===== src/design/text_console_cell_writer_assert.svh =====
// assertion macros for the text console cell writer
`ifndef TEXT_CONSOLE_CELL_WRITER_ASSERT_SVH
`define TEXT_CONSOLE_CELL_WRITER_ASSERT_SVH

// property that must hold whenever the block is out of reset
`define TCW_ASSERT(label, prop, msg) \
    label: assert property (@(posedge i_clk) disable iff (!i_rst_n) (prop)) else $error(msg);

// condition that must never be seen while the block is out of reset
`define TCW_ASSERT_NEVER(label, bad, msg) \
    label: assert property (@(posedge i_clk) disable iff (!i_rst_n) !(bad)) else $error(msg);

`endif


===== src/design/tcw_pkg.sv =====
// types and constants shared by the text console cell writer
package tcw_pkg;
    localparam logic [1:0] FUNC_PUT   = 2'd0;
    localparam logic [1:0] FUNC_WRITE = 2'd1;
    localparam logic [1:0] FUNC_MOVE  = 2'd2;
    localparam logic [1:0] FUNC_READ  = 2'd3;
    localparam logic [7:0] NEWLINE_CHAR = 8'h0A;
    localparam logic [7:0] BLANK_CHAR   = 8'h20;
    localparam logic [7:0] FILL_RESET   = 8'h07;

    typedef struct packed {
        logic [1:0] func;
        logic [4:0] row;
        logic [6:0] col;
        logic [7:0] char_code;
        logic [7:0] color;
    } t_in_item;

    typedef struct packed {
        logic [10:0] cursor_pos;
        logic [7:0]  read_char;
        logic [7:0]  read_color;
        logic        scrolled;
        logic        ignored;
    } t_out_item;

    // classified command passed from front to back
    typedef struct packed {
        logic [1:0]  func;
        logic        newline;
        logic        in_range;
        logic [10:0] pos;
        logic [7:0]  char_code;
        logic [7:0]  color;
    } t_cmd;
endpackage


===== src/design/tcw_front.sv =====
// front end: accepts items, range-checks and computes linear positions
module tcw_front #(
    parameter int ROWS = 25,
    parameter int COLS = 80
) (
    input  logic             i_clk,
    input  logic             i_rst_n,
    input  logic             i_push,
    output logic             o_full,
    input  tcw_pkg::t_in_item i_in,
    output logic             o_cmd_valid,
    input  logic             i_cmd_ready,
    output tcw_pkg::t_cmd    o_cmd
);
    import tcw_pkg::*;

    // two-entry command queue
    t_cmd r_q [2];
    logic r_wp, r_rp;
    logic [1:0] r_cnt;
    t_cmd w_cmd;
    logic w_push, w_pop;
    logic [17:0] w_prod;

    always_comb begin
        w_prod = 18'(i_in.row) * 18'(COLS) + 18'(i_in.col);
        w_cmd.func      = i_in.func;
        w_cmd.newline   = (i_in.char_code == NEWLINE_CHAR);
        w_cmd.in_range  = (32'(i_in.row) < ROWS) && (32'(i_in.col) < COLS);
        w_cmd.pos       = w_prod[10:0];
        w_cmd.char_code = i_in.char_code;
        w_cmd.color     = i_in.color;
    end

    assign o_full      = (r_cnt == 2'd2);
    assign w_push      = i_push && !o_full;
    assign o_cmd_valid = (r_cnt != 2'd0);
    assign w_pop       = o_cmd_valid && i_cmd_ready;
    assign o_cmd       = r_q[r_rp];

    always_ff @(posedge i_clk) begin
        if (!i_rst_n) begin
            r_wp <= 1'b0;
            r_rp <= 1'b0;
            r_cnt <= 2'd0;
        end else begin
            if (w_push) r_wp <= ~r_wp;
            if (w_pop) r_rp <= ~r_rp;
            r_cnt <= r_cnt + 2'(w_push) - 2'(w_pop);
        end
    end

    always_ff @(posedge i_clk) begin
        if (w_push) r_q[r_wp] <= w_cmd;
    end
endmodule


===== config.mk =====
export PLATFORM = sky130hd
export DESIGN_NAME = tcw_front
export DESIGN_NICKNAME = d
export VERILOG_FILES = /design/src/design/text_console_cell_writer_assert.svh /design/src/design/tcw_pkg.sv /design/src/design/tcw_front.sv
export SDC_FILE = /design/constraint.sdc
export NUM_CORES = 1
export LEC_CHECK = 0
export BUFFER_PORTS_ARGS = -buffer_cell sky130_fd_sc_hd__buf_2
export CAP_MARGIN = 40
export CORE_MARGIN = 4
export CORE_UTILIZATION = 50
export DETAILED_ROUTE_END_ITERATION = 10
export GPL_ROUTABILITY_DRIVEN = 0
export PLACE_DENSITY = 0.81
export SLEW_MARGIN = 20
export SYNTH_ARGS = -nofsm -noshare
export SYNTH_HDL_FRONTEND = slang
export SYNTH_SLANG_ARGS = --single-unit

===== constraint.sdc =====
create_clock -name i_clk -period 3.01 [get_ports i_clk]
set_input_delay 0.301 -clock i_clk [delete_from_list [all_inputs] [get_ports i_clk]]
set_output_delay 0.301 -clock i_clk [all_outputs]
set_load 0.02 [all_outputs]

Word level (Yosys, flattened, before mapping)
Memory sizes are Yosys's and may differ from the RTL's. A register that Yosys moved wholly into a read port is not among the register bits.
Cells that the tools add are included.
- multipliers: 1
- bitwise operators: 2
- equality and inequality tests: 2
- order comparisons: 2
- reduce and logical (&&, ||, !) cells: 5
- muxes and demuxes: 4
- $add $sub $neg: 3
- operators with widths (operator ; count):
    adder 11 x 7 -> 11 bit ; 1
    == test 8 x 4 -> 1 bit (second input constant) ; 1
    < comparator 7 bit (second input constant) ; 1
    multiplier 5 x 3 -> 7 bit (second input constant) ; 1
    < comparator 5 bit (second input constant) ; 1
    2-to-1 mux 1 bit ; 4
    logical AND 1 bit ; 3
    adder 2 x 1 -> 2 bit ; 1
    == test 2 bit (second input constant) ; 1
    inverter 1 bit ; 2
    nonzero test 2 bit ; 1
    subtractor 2 x 1 -> 2 bit ; 1
    logical NOT 1 bit ; 1
- memories kept: 1
- memory bits (writable): 62
- register bits: 4
- logic and storage cells: 23
- output and inout bits: 33
- input bits: 34
- memories (memory ; words ; width ; read ports ; clocked after Yosys merged registers in ; wr ports ; line ; text):
    r_q ; 2 ; 31 ; 1 ; 1 ; 1 ; tcw_front.sv:18 ; t_cmd r_q [2];

Logic depth before layout (Yosys ltp)
Gate-level depths: netlist (run 1).
- word-level depth: 5
- mapped depth: 8
- mapped depth without buffers: 8

Worst setup path after synthesis (run 1)
OpenSTA, ideal clock, no wires.
- path kind: flip-flop to flip-flop
- start point: reg r_cnt[0]
- end point: mem r_q[0][0] in the netlist's numbering, enable pin
- arrival: 1.870 ns
- buffers on the path: 0
- required time: 2.591 ns
- stages on the path, launching flop included: 4
- setup slack: 0.721 ns
- clock period less this slack: 2.289 ns
- library setup time: 0.419 ns
- cell sequence: dfxtp_1 > nand2b_1 > nand2_1 > nor2_1
- longest elaborated chain between the ends: 5
- ends and longest elaborated chain (what ; line ; text):
    start, declared ; tcw_front.sv:20 ; logic [1:0] r_cnt;
    start signal, assigned ; tcw_front.sv:49 ; r_cnt <= r_cnt + 2'(w_push) - 2'(w_pop);
    == test 2 bit ; tcw_front.sv:35 ; assign o_full = (r_cnt == 2'd2);
    logical NOT 1 bit ; tcw_front.sv:36 ; assign w_push = i_push && !o_full;
    logical AND 1 bit ; tcw_front.sv:36 ;
    2-to-1 mux 1 bit ; tcw_front.sv:54 ; if (w_push) r_q[r_wp] <= w_cmd;
    2-to-1 mux 1 bit (not written as such) ; tcw_front.sv:54 ;
    end, declared ; tcw_front.sv:18 ;
Every way passes these cells.

==> results of run 1 <==
## state kept, by name (all words and copies together) (netlist names), named ones only
signal	flops
r_q	62
r_cnt	2
r_rp	1
r_wp	1
## worst max-delay path, cell delays in order, from the launching register on
cell	delay, ps
dfxtp_1	730
buf_12	250
mux2_1	350
buf_2	170
## cell usage in the layout, fill, tap and decap left out, drive strengths merged, types with 3 or more instances in the layout
cell / count
buf: 69
xnor2: 9
mux2: 31
clkbuf: 11
nor2b: 3
inv: 6
dfxtp: 5
nor2: 3
clkinv: 3
ha: 11
edfxtp: 62
and2: 5
## area by class of cell
class	instances	area, sq um
Clock buffer	11	141
Clock inverter	5	30.0
Fill cell	424	1860
Inverter	6	22.5
Multi-Input combinational cell	81	792
Sequential cell	67	1960
Tap cell	70	87.6
Timing Repair Buffer	69	378
## power by group
part / internal [uW] / switching [uW]
logic: 325 / 470
registers: 1200 / 58.6
clock network: 317 / 307
## kinds of logic (layout without fill, tap and decap cells)
logic type               Yosys count  in the layout  synth area share [%]
AO/OA/AOI/OAI                      8              8                  1.88
XOR/XNOR                          11             11                  3.72
adder cells (fa/ha/maj)           13             13                  6.37
buffers and inverters              9             91                  1.35
flip-flops                        67             67                  70.3
multiplexers                      31             31                  12.5
AND/OR/NAND/NOR                   18             18                  3.81
## layer usage
layer,share of wire (%),GRT usage (%),wire length [um],vias to the layer above
li1,-,-,-,744
met1,41,15.6,1780,716
met2,49,22.1,2140,49
met3,7.8,4.77,336,8
met4,1.8,6.37,78,0
met5,0,0,0,-
## how the worst max path moves through the flow
stage / startpoint / endpoint / slack [ps] / depth (start not counted)
floorplan: r_cnt[0] / r_q[0][0] / 720 / 3
global placement: i_in[24] / r_q[0][26] / 760 / 8
detailed placement: i_in[24] / r_q[1][26] / 700 / 8
CTS: register / o_cmd[28] / 820 / 3
global route: register / o_cmd[28] / 780 / 3
finish: register / o_cmd[28] / 890 / 3
## through the flow
stage / worst slack (ps) / instances / hold WS [ps] / cell area (sq um) / total power (uW)
floorplan: 721 / 157 / 400 / 2790 / 1810
global placement: 762 / 293 / 490 / 3240 / 2080
detailed placement: 699 / 293 / 494 / 3240 / 2090
CTS: 823 / 309 / 143 / 3410 / 2720
global route: 782 / 309 / 127 / 3410 / 2850
finish: 889 / 309 / 161 / 3410 / 2680
==> out/metrics.csv, run 1 <==
metric,value,unit
largest net degree at the start of global routing,32,
CP required,2710,ps
Slew HR,49.3,%
sequential share of the synthesized area,70.3,%
Max Cap Viol,0,
Root Buffer,clkbuf_8,
vias,1517,
setup TNS,0,ps
status,"finished, final reports clean",
"Remaining Overflow, GRT",0,
crit path max fanout,19,
H-tree depth,3,
Skew-Pair Late Insertion Delay,320,ps
Synth Area per Inst,17.8,sq um
Min-Delay Startpoint,i_in[4],
yosys warns,0,
CP startpoint kind,register,
Cell Rows,26,
Crit Path Category,reg2out,
Worst-Margin Slew,759,ps
Area Growth Syn to Fin,22.4,%
layout cell share with drive strength beyond 1,36.0,%
n_diodes,0,
first-pass GRT wire length,6560,um
"CTS clk-pin slew, worst paths",70,ps
cell taking the most area after synthesis,edfxtp_1,
Worst R2R End,r_q[0][10],
die span in x,82.7,um
initial core utilization,52.9,%
Critical Path AT,1820,ps
area share of the largest cell type after synthesis,66.8,%
vias per inst,4.91,
Main synth FF type,edfxtp_1,
DIE AREA,6840,sq um
maximum clock path buffer count,2,
CTS tree,built,
Sink Count,67,
Hold Path End,r_q[1][4],
# IOs,67,
PD cells,785,nW/um^2
Die Y,82.7,um
Final Hold Fails,0,
final slew viol count,0,
top-count cell post-synth,edfxtp_1,
worst reg-to-reg setup slack,1230,ps
post-CTS sizing,0,
Final Setup Violations,0,
number of buffers created by CTS,9,
Routed Antenna Nets,0,
Final Cycle Share,70.5,%
min-delay worst type,in2reg,
worst vdd ir,617,uV
Area contributors post-synth,"edfxtp_1 (67%), mux2_1 (13%), ha_1 (4.9%)",
Leakage,0.00135,uW
IO buf count,66,
synth cell count leaders,"edfxtp_1 (62), mux2_1 (31), ha_1 (11), xnor2_1 (9), inv_1 (6)",
Fmax,0.472,GHz
wire length per cell,14.0,um
# hold bufs at CTS,0,
clock skew,7.69,ps
overall routing resource usage,13.4,%
post-route minimum period,2120,ps
vias in the first global route,1440,
initial antenna violation count,0,
unrepaired setup endpoints after global routing,false,
detailed-route DRC error count,0,
Final HPWL DP,3140,um
Mapped Cells,157,
post-synth cell types,25,
CP endpoint kind,output pin,
Crit Reg-Reg Startpoint,r_cnt[0],
core area,5270,sq um
Post-Syn Area,2790,sq um
final core area utilization,64.8,%
Hold Path Stages,1,
Reg2Reg Depth,4,
#FFs+latches synth,67,
total iterations of the first detailed-routing run,4,
Async SR Flop Fraction,0,%
Mapped Nets,204,
nets,281,
Post-synth EDFFs,62,
drt initial violations,60,
post-CTS setup buffer count,0,
routed wire length,4330,um
(Power assumes the default switching activity.)
==> run 2: changes to the inputs <==
- CORE_UTILIZATION: 50 -> 48
- PLACE_DENSITY: 0.81 -> 0.82
- clock period: 3.01 -> 1.75 ns (I/O delays scaled with it)
==> run 2 against run 1 <==
  * Die area increased by 3.8%
  * Total power increased by 82%
  * Largest cell class unchanged
  * Worst setup slack got worse by 830 ps
  * Sequential power increased by 70%
  * Register-to-register slack got worse by 1200 ps
==> out/metrics.csv, run 2 (synthesized netlist as in run 1, its figures left out) <==
metric,value,unit,change
final slew viol count,0,,unchanged
setup TNS,0,ps,unchanged
largest net degree at the start of global routing,32,,unchanged
wire length per cell,14.3,um,+2.1%
Worst-Margin Slew,249,ps,-510 ps
min-delay worst type,in2reg,,
Final Setup Violations,0,,unchanged
fin cells,327,,+5.8%
worst vdd ir,641,uV,+3.9%
H-tree depth,3,,unchanged
Placed Instance Area,3400,sq um,+4.9%
detailed-route DRC error count,0,,unchanged
design area,3620,sq um,+6.2%
initial antenna violation count,0,,unchanged
total iterations of the first detailed-routing run,4,,unchanged
drt initial violations,50,,-17%
"Most flops, register",r_q,,
"commonest non-fill, non-tap cell in the layout",buf_2,,
crit path max fanout,2,,-17
"commonest cells after routing, fill and taps aside","buf_2 (66), edfxtp_1 (62), mux2_1 (31)",,
CP startpoint kind,primary input,,
Slew HR,83.4,%,+34 points
number of buffers created by CTS,9,,unchanged
Leakage,0.00143,uW,+6.0%
max reg flops,62,,unchanged
Final Hold Fails,0,,unchanged
Final HPWL DP,3390,um,+8.0%
Final Cycle Share,96.8,%,
CP required,1820,ps,-890 ps
overall routing resource usage,14.4,%,+0.98 points
post-route minimum period,1690,ps,
Sink Count,67,,unchanged
Regs by FF count,"r_q: 62 flops, r_cnt: 2 flops",,
vias in the first global route,1778,,+23%
# IOs,67,,unchanged
"CTS clk-pin slew, worst paths",60,ps,about the same
initial core utilization,50.0,%,-2.9 points
"Remaining Overflow, GRT",0,,unchanged
first-pass GRT wire length,7860,um,+20%
CTS tree,built,,
Die Y,84.2,um,+1.9%
IO buf count,66,,unchanged
Routed Antenna Nets,0,,unchanged
routed wire length,4680,um,+8.0%
Max Cap Viol,0,,unchanged
maximum clock path buffer count,2,,unchanged
n_diodes,0,,unchanged
Critical Path AT,1760,ps,-60 ps
Cell Rows,27,,+3.8%
Root Buffer,clkbuf_8,,
status,"finished, final reports clean",,
PD cells,1350,nW/um^2,+72%
layout cell share with drive strength beyond 1,43.1,%,+7.2 points
Crit Path Category,in2reg,,
core area,5570,sq um,+5.8%
Fmax,0.591,GHz,
vias per inst,4.87,,-0.90%
CP endpoint kind,register,,
Area Growth Syn to Fin,30.0,%,
Skew-Pair Late Insertion Delay,320,ps,about the same
vias,1591,,+4.9%
nets,297,,+5.7%
DIE AREA,7090,sq um,+3.8%
clock skew,6.49,ps,-1.21 ps
FILL cells,421,,-0.71%
Placed Cells,310,,+5.8%
die span in x,84.2,um,+1.9%
run 2: cell types whose count changed in the layout (fill, tap and decap cells not counted), sizes merged:
| cell | before | now |
|---|---|---|
| buf | 69 | 85 |
| bufinv | 0 | 1 |
| clkbuf | 11 | 12 |
| clkinvlp | 2 | 0 |
run 2: worst max-delay path, stage by stage:
cell and delay (ps):
buf_2 120, ha_4 240, ha_4 160, fa_2 370, xor2_2 190, o2111ai_2 160, xnor2_1 220, xnor2_1 110
run 2: area by class of cell:
cell class,instances,area [sq um],area share (%)
Tap cell,72,90.1,2.49
Sequential cell,67,1970,54.3
Timing Repair Buffer,85,498,13.7
Multi-Input combinational cell,81,871,24.0
Inverter,6,22.5,0.621
Clock buffer,12,135,3.73
Clock inverter,4,41.3,1.14
run 2: where the power goes:
part           internal (uW)  total (uW)  switching, uW
clock                    646        1150            502
combinational            694        1600            905
sequential              2080        2140           65.4
run 2: timing repair:
action	in CTS	in global routing
resized for setup	0	9
hold buffers	0	0
setup buffers	0	1
setup endpoints to repair	0	1
run 2: per-stage QoR:
stage               power, uW  hold slack (ps)  worst slack [ps]  utilization (%)
floorplan                3150              274             -26.1                -
global placement         3670              362              -168             61.0
detailed placement       3710              370              -273             61.0
CTS                      4870             22.0              21.7             64.2
global route             5180             12.9             -5.21             65.0
finish                   4890             39.4              56.7             65.0
run 2: final timing paths:
kind / slack, ps / endpoint / from / cells after the start
worst max-delay path: 60 / r_q[1][26] / i_in[24] / 8
worst min-delay path: 40 / r_q[1][30] / i_in[29] / 1
worst max register to register: 60 / r_cnt[1] / r_cnt[0] / 8
worst min register to register: 550 / register / r_rp / 2
run 2: metal layers:
metal | routed length, um | GRT usage [%] | vias to the layer above
met4 | 91 | 8.63 | 0
met3 | 279 | 3.73 | 8
met1 | 1780 | 15.4 | 762
met2 | 2530 | 25.3 | 44
li1 | - | - | 777
met5 | 0 | 0 | -
==> run 3: changes to the inputs <==
- CELL_PAD_IN_SITES_DETAIL_PLACEMENT: unset -> 1
- CELL_PAD_IN_SITES_GLOBAL_PLACEMENT: unset -> 1
- CORE_UTILIZATION: 48 -> 40
- GPL_TIMING_DRIVEN: unset -> 0
==> run 3 against run 2 <==
  * Utilization is 12 points lower
  * Critical path type is now reg2reg
  * Register-to-register slack hardly changed
  * Fmax is 0.32% higher
  * Sequential power hardly changed
  * Largest cell class unchanged
  * Sequential cell count stayed put
==> out/metrics.csv, run 3 (synthesized netlist as in run 1, its figures left out) <==
metric,value,unit,change
Reg2Reg Depth,8,,unchanged
Final Cycle Share,96.4,%,-0.31 points
routed wire length,5280,um,+13%
# IOs,67,,unchanged
"commonest non-fill, non-tap cell in the layout",buf_2,,
n_diodes,0,,unchanged
# hold bufs at CTS,0,,unchanged
max reg flops,62,,unchanged
Cell Rows,30,,+11%
Final HPWL DP,3860,um,+14%
nets,283,,-4.7%
number of buffers created by CTS,9,,unchanged
DIE AREA,8370,sq um,+18%
Worst-Margin Slew,776,ps,+526 ps
CP startpoint kind,register,,
Hold Path Stages,1,,unchanged
setup TNS,0,ps,unchanged
initial antenna violation count,0,,unchanged
post-route minimum period,1690,ps,-5.48 ps
Placed Instance Area,3310,sq um,-2.5%
"Most flops, register",r_q,,
core area,6790,sq um,+22%
Final Hold Fails,0,,unchanged
Regs by FF count,"r_q: 62 flops, r_cnt: 2 flops",,
IO buf count,66,,unchanged
Crit Path Category,reg2reg,,
wire length per cell,15.7,um,+9.5%
die span in x,91.5,um,+8.6%
Leakage,0.00138,uW,-3.7%
vias in the first global route,1715,,-3.5%
Fmax,0.592,GHz,+0.32%
Skew-Pair Late Insertion Delay,330,ps,about the same
layout cell share with drive strength beyond 1,41.9,%,-1.2 points
status,"finished, final reports clean",,
"Remaining Overflow, GRT",0,,unchanged
worst vdd ir,441,uV,-31%
PD cells,1390,nW/um^2,+2.9%
drt initial violations,19,,-62%
initial core utilization,41.0,%,-9.0 points
Root Buffer,clkbuf_8,,
final slew viol count,0,,unchanged
Area Growth Syn to Fin,28.1,%,
Routed Antenna Nets,0,,unchanged
final core area utilization,52.6,%,-12 points
Slew HR,48.3,%,-35 points
cell repeated most along the worst path,ha_4,,
"CTS clk-pin slew, worst paths",70,ps,about the same
critical path's largest stage delay,330,ps,-40 ps
detailed-route DRC error count,0,,unchanged
CP cell instances,or2_4 -> and2_4 -> ha_4 -> inv_1 -> ha_4 -> xnor2_2 -> xnor2_1 -> and2_1,,
CP required,1980,ps,+160 ps
Critical Path Slowest Stage Cell,dfxtp_2,,
Final Total Pwr,4960,uW,+1.4%
design area,3570,sq um,-1.4%
CTS tree,built,,
total iterations of the first detailed-routing run,3,,-1
clock skew,11.1,ps,+4.58 ps
"commonest cells after routing, fill and taps aside","buf_2 (66), edfxtp_1 (62), mux2_1 (31)",,
Die Y,91.5,um,+8.6%
overall routing resource usage,13.4,%,-1.0 points
Max Cap Viol,0,,unchanged
min-delay worst type,in2reg,,
Final Setup Violations,0,,unchanged
largest net degree at the start of global routing,32,,unchanged
vias per inst,4.66,,-4.3%
crit path max fanout,3,,+1
Sink Count,67,,unchanged
Critical Path AT,1910,ps,+150 ps
H-tree depth,3,,unchanged
first-pass GRT wire length,8600,um,+9.4%
vias,1569,,-1.4%
unrepaired setup endpoints after global routing,true,,
CP endpoint kind,register,,
maximum clock path buffer count,2,,unchanged
## run 3: cell count changes in the layout (fill, tap and decap cells not counted), sizes merged
cell / change
buf: -14
clkbuf: +2
clkinv: -2
## run 3: where the power goes
part	leakage (uW)	total, uW	internal, uW	switching, uW
clock	0.000101	1260	736	526
sequential	0.000622	2160	2080	87.5
combinational	0.000654	1530	636	895
total	0.00138	4960	3450	1510
## run 3: timing repair
item                                    4_1_cts  5_1_grt
resized for setup                             5        8
buffers inserted                              0        1
pin swaps                                     0        2
endpoints found under the setup margin       23        5
## run 3: worst paths after layout
path | start | endpoint | slack [ps]
hold reg to reg | r_rp | register | 560
setup / recovery | r_cnt[1] | r_cnt[1] | 60
setup reg to reg | r_cnt[1] | r_cnt[1] | 60
hold / removal | i_in[16] | r_q[0][16] | 40
## run 3: area by class of cell
cell class / instances / area (sq um)
buffer: 3 / 26.3
clock buffer: 14 / 163
clock inverter: 2 / 35.0
fill: 667 / 3220
inverter: 6 / 22.5
multi-input combinational: 81 / 875
sequential: 67 / 1970
tap: 96 / 120
timing repair buffer: 68 / 365
## run 3: critical path, delay by kind of cell (launching register included)
kind | cells | cell delay (ps)
simple gates | 3 | 550
xor+xnor | 2 | 250
flops | 1 | 330
buf+inv | 1 | 50
fa+ha+maj | 2 | 410
## run 3: stage by stage
stage	setup slack (ps)	hold slack (ps)	cells
3_5_place_dp	-284	367	320
5_1_grt	-13.7	13.9	337
3_3_place_gp	-334	363	319
4_1_cts	1.09	18.3	336
2_1_floorplan	-26.1	274	157
6_report	62.2	36.1	337
## run 3: routing by layer
| layer | GRT usage, % | vias up | part of all wire [%] |
|---|---|---|---|
| li1 | - | 750 | - |
| met1 | 15.1 | 764 | 41 |
| met2 | 23.6 | 45 | 53 |
| met3 | 2.49 | 10 | 3.8 |
| met4 | 7.54 | 0 | 2.1 |
| met5 | 0 | - | 0 |
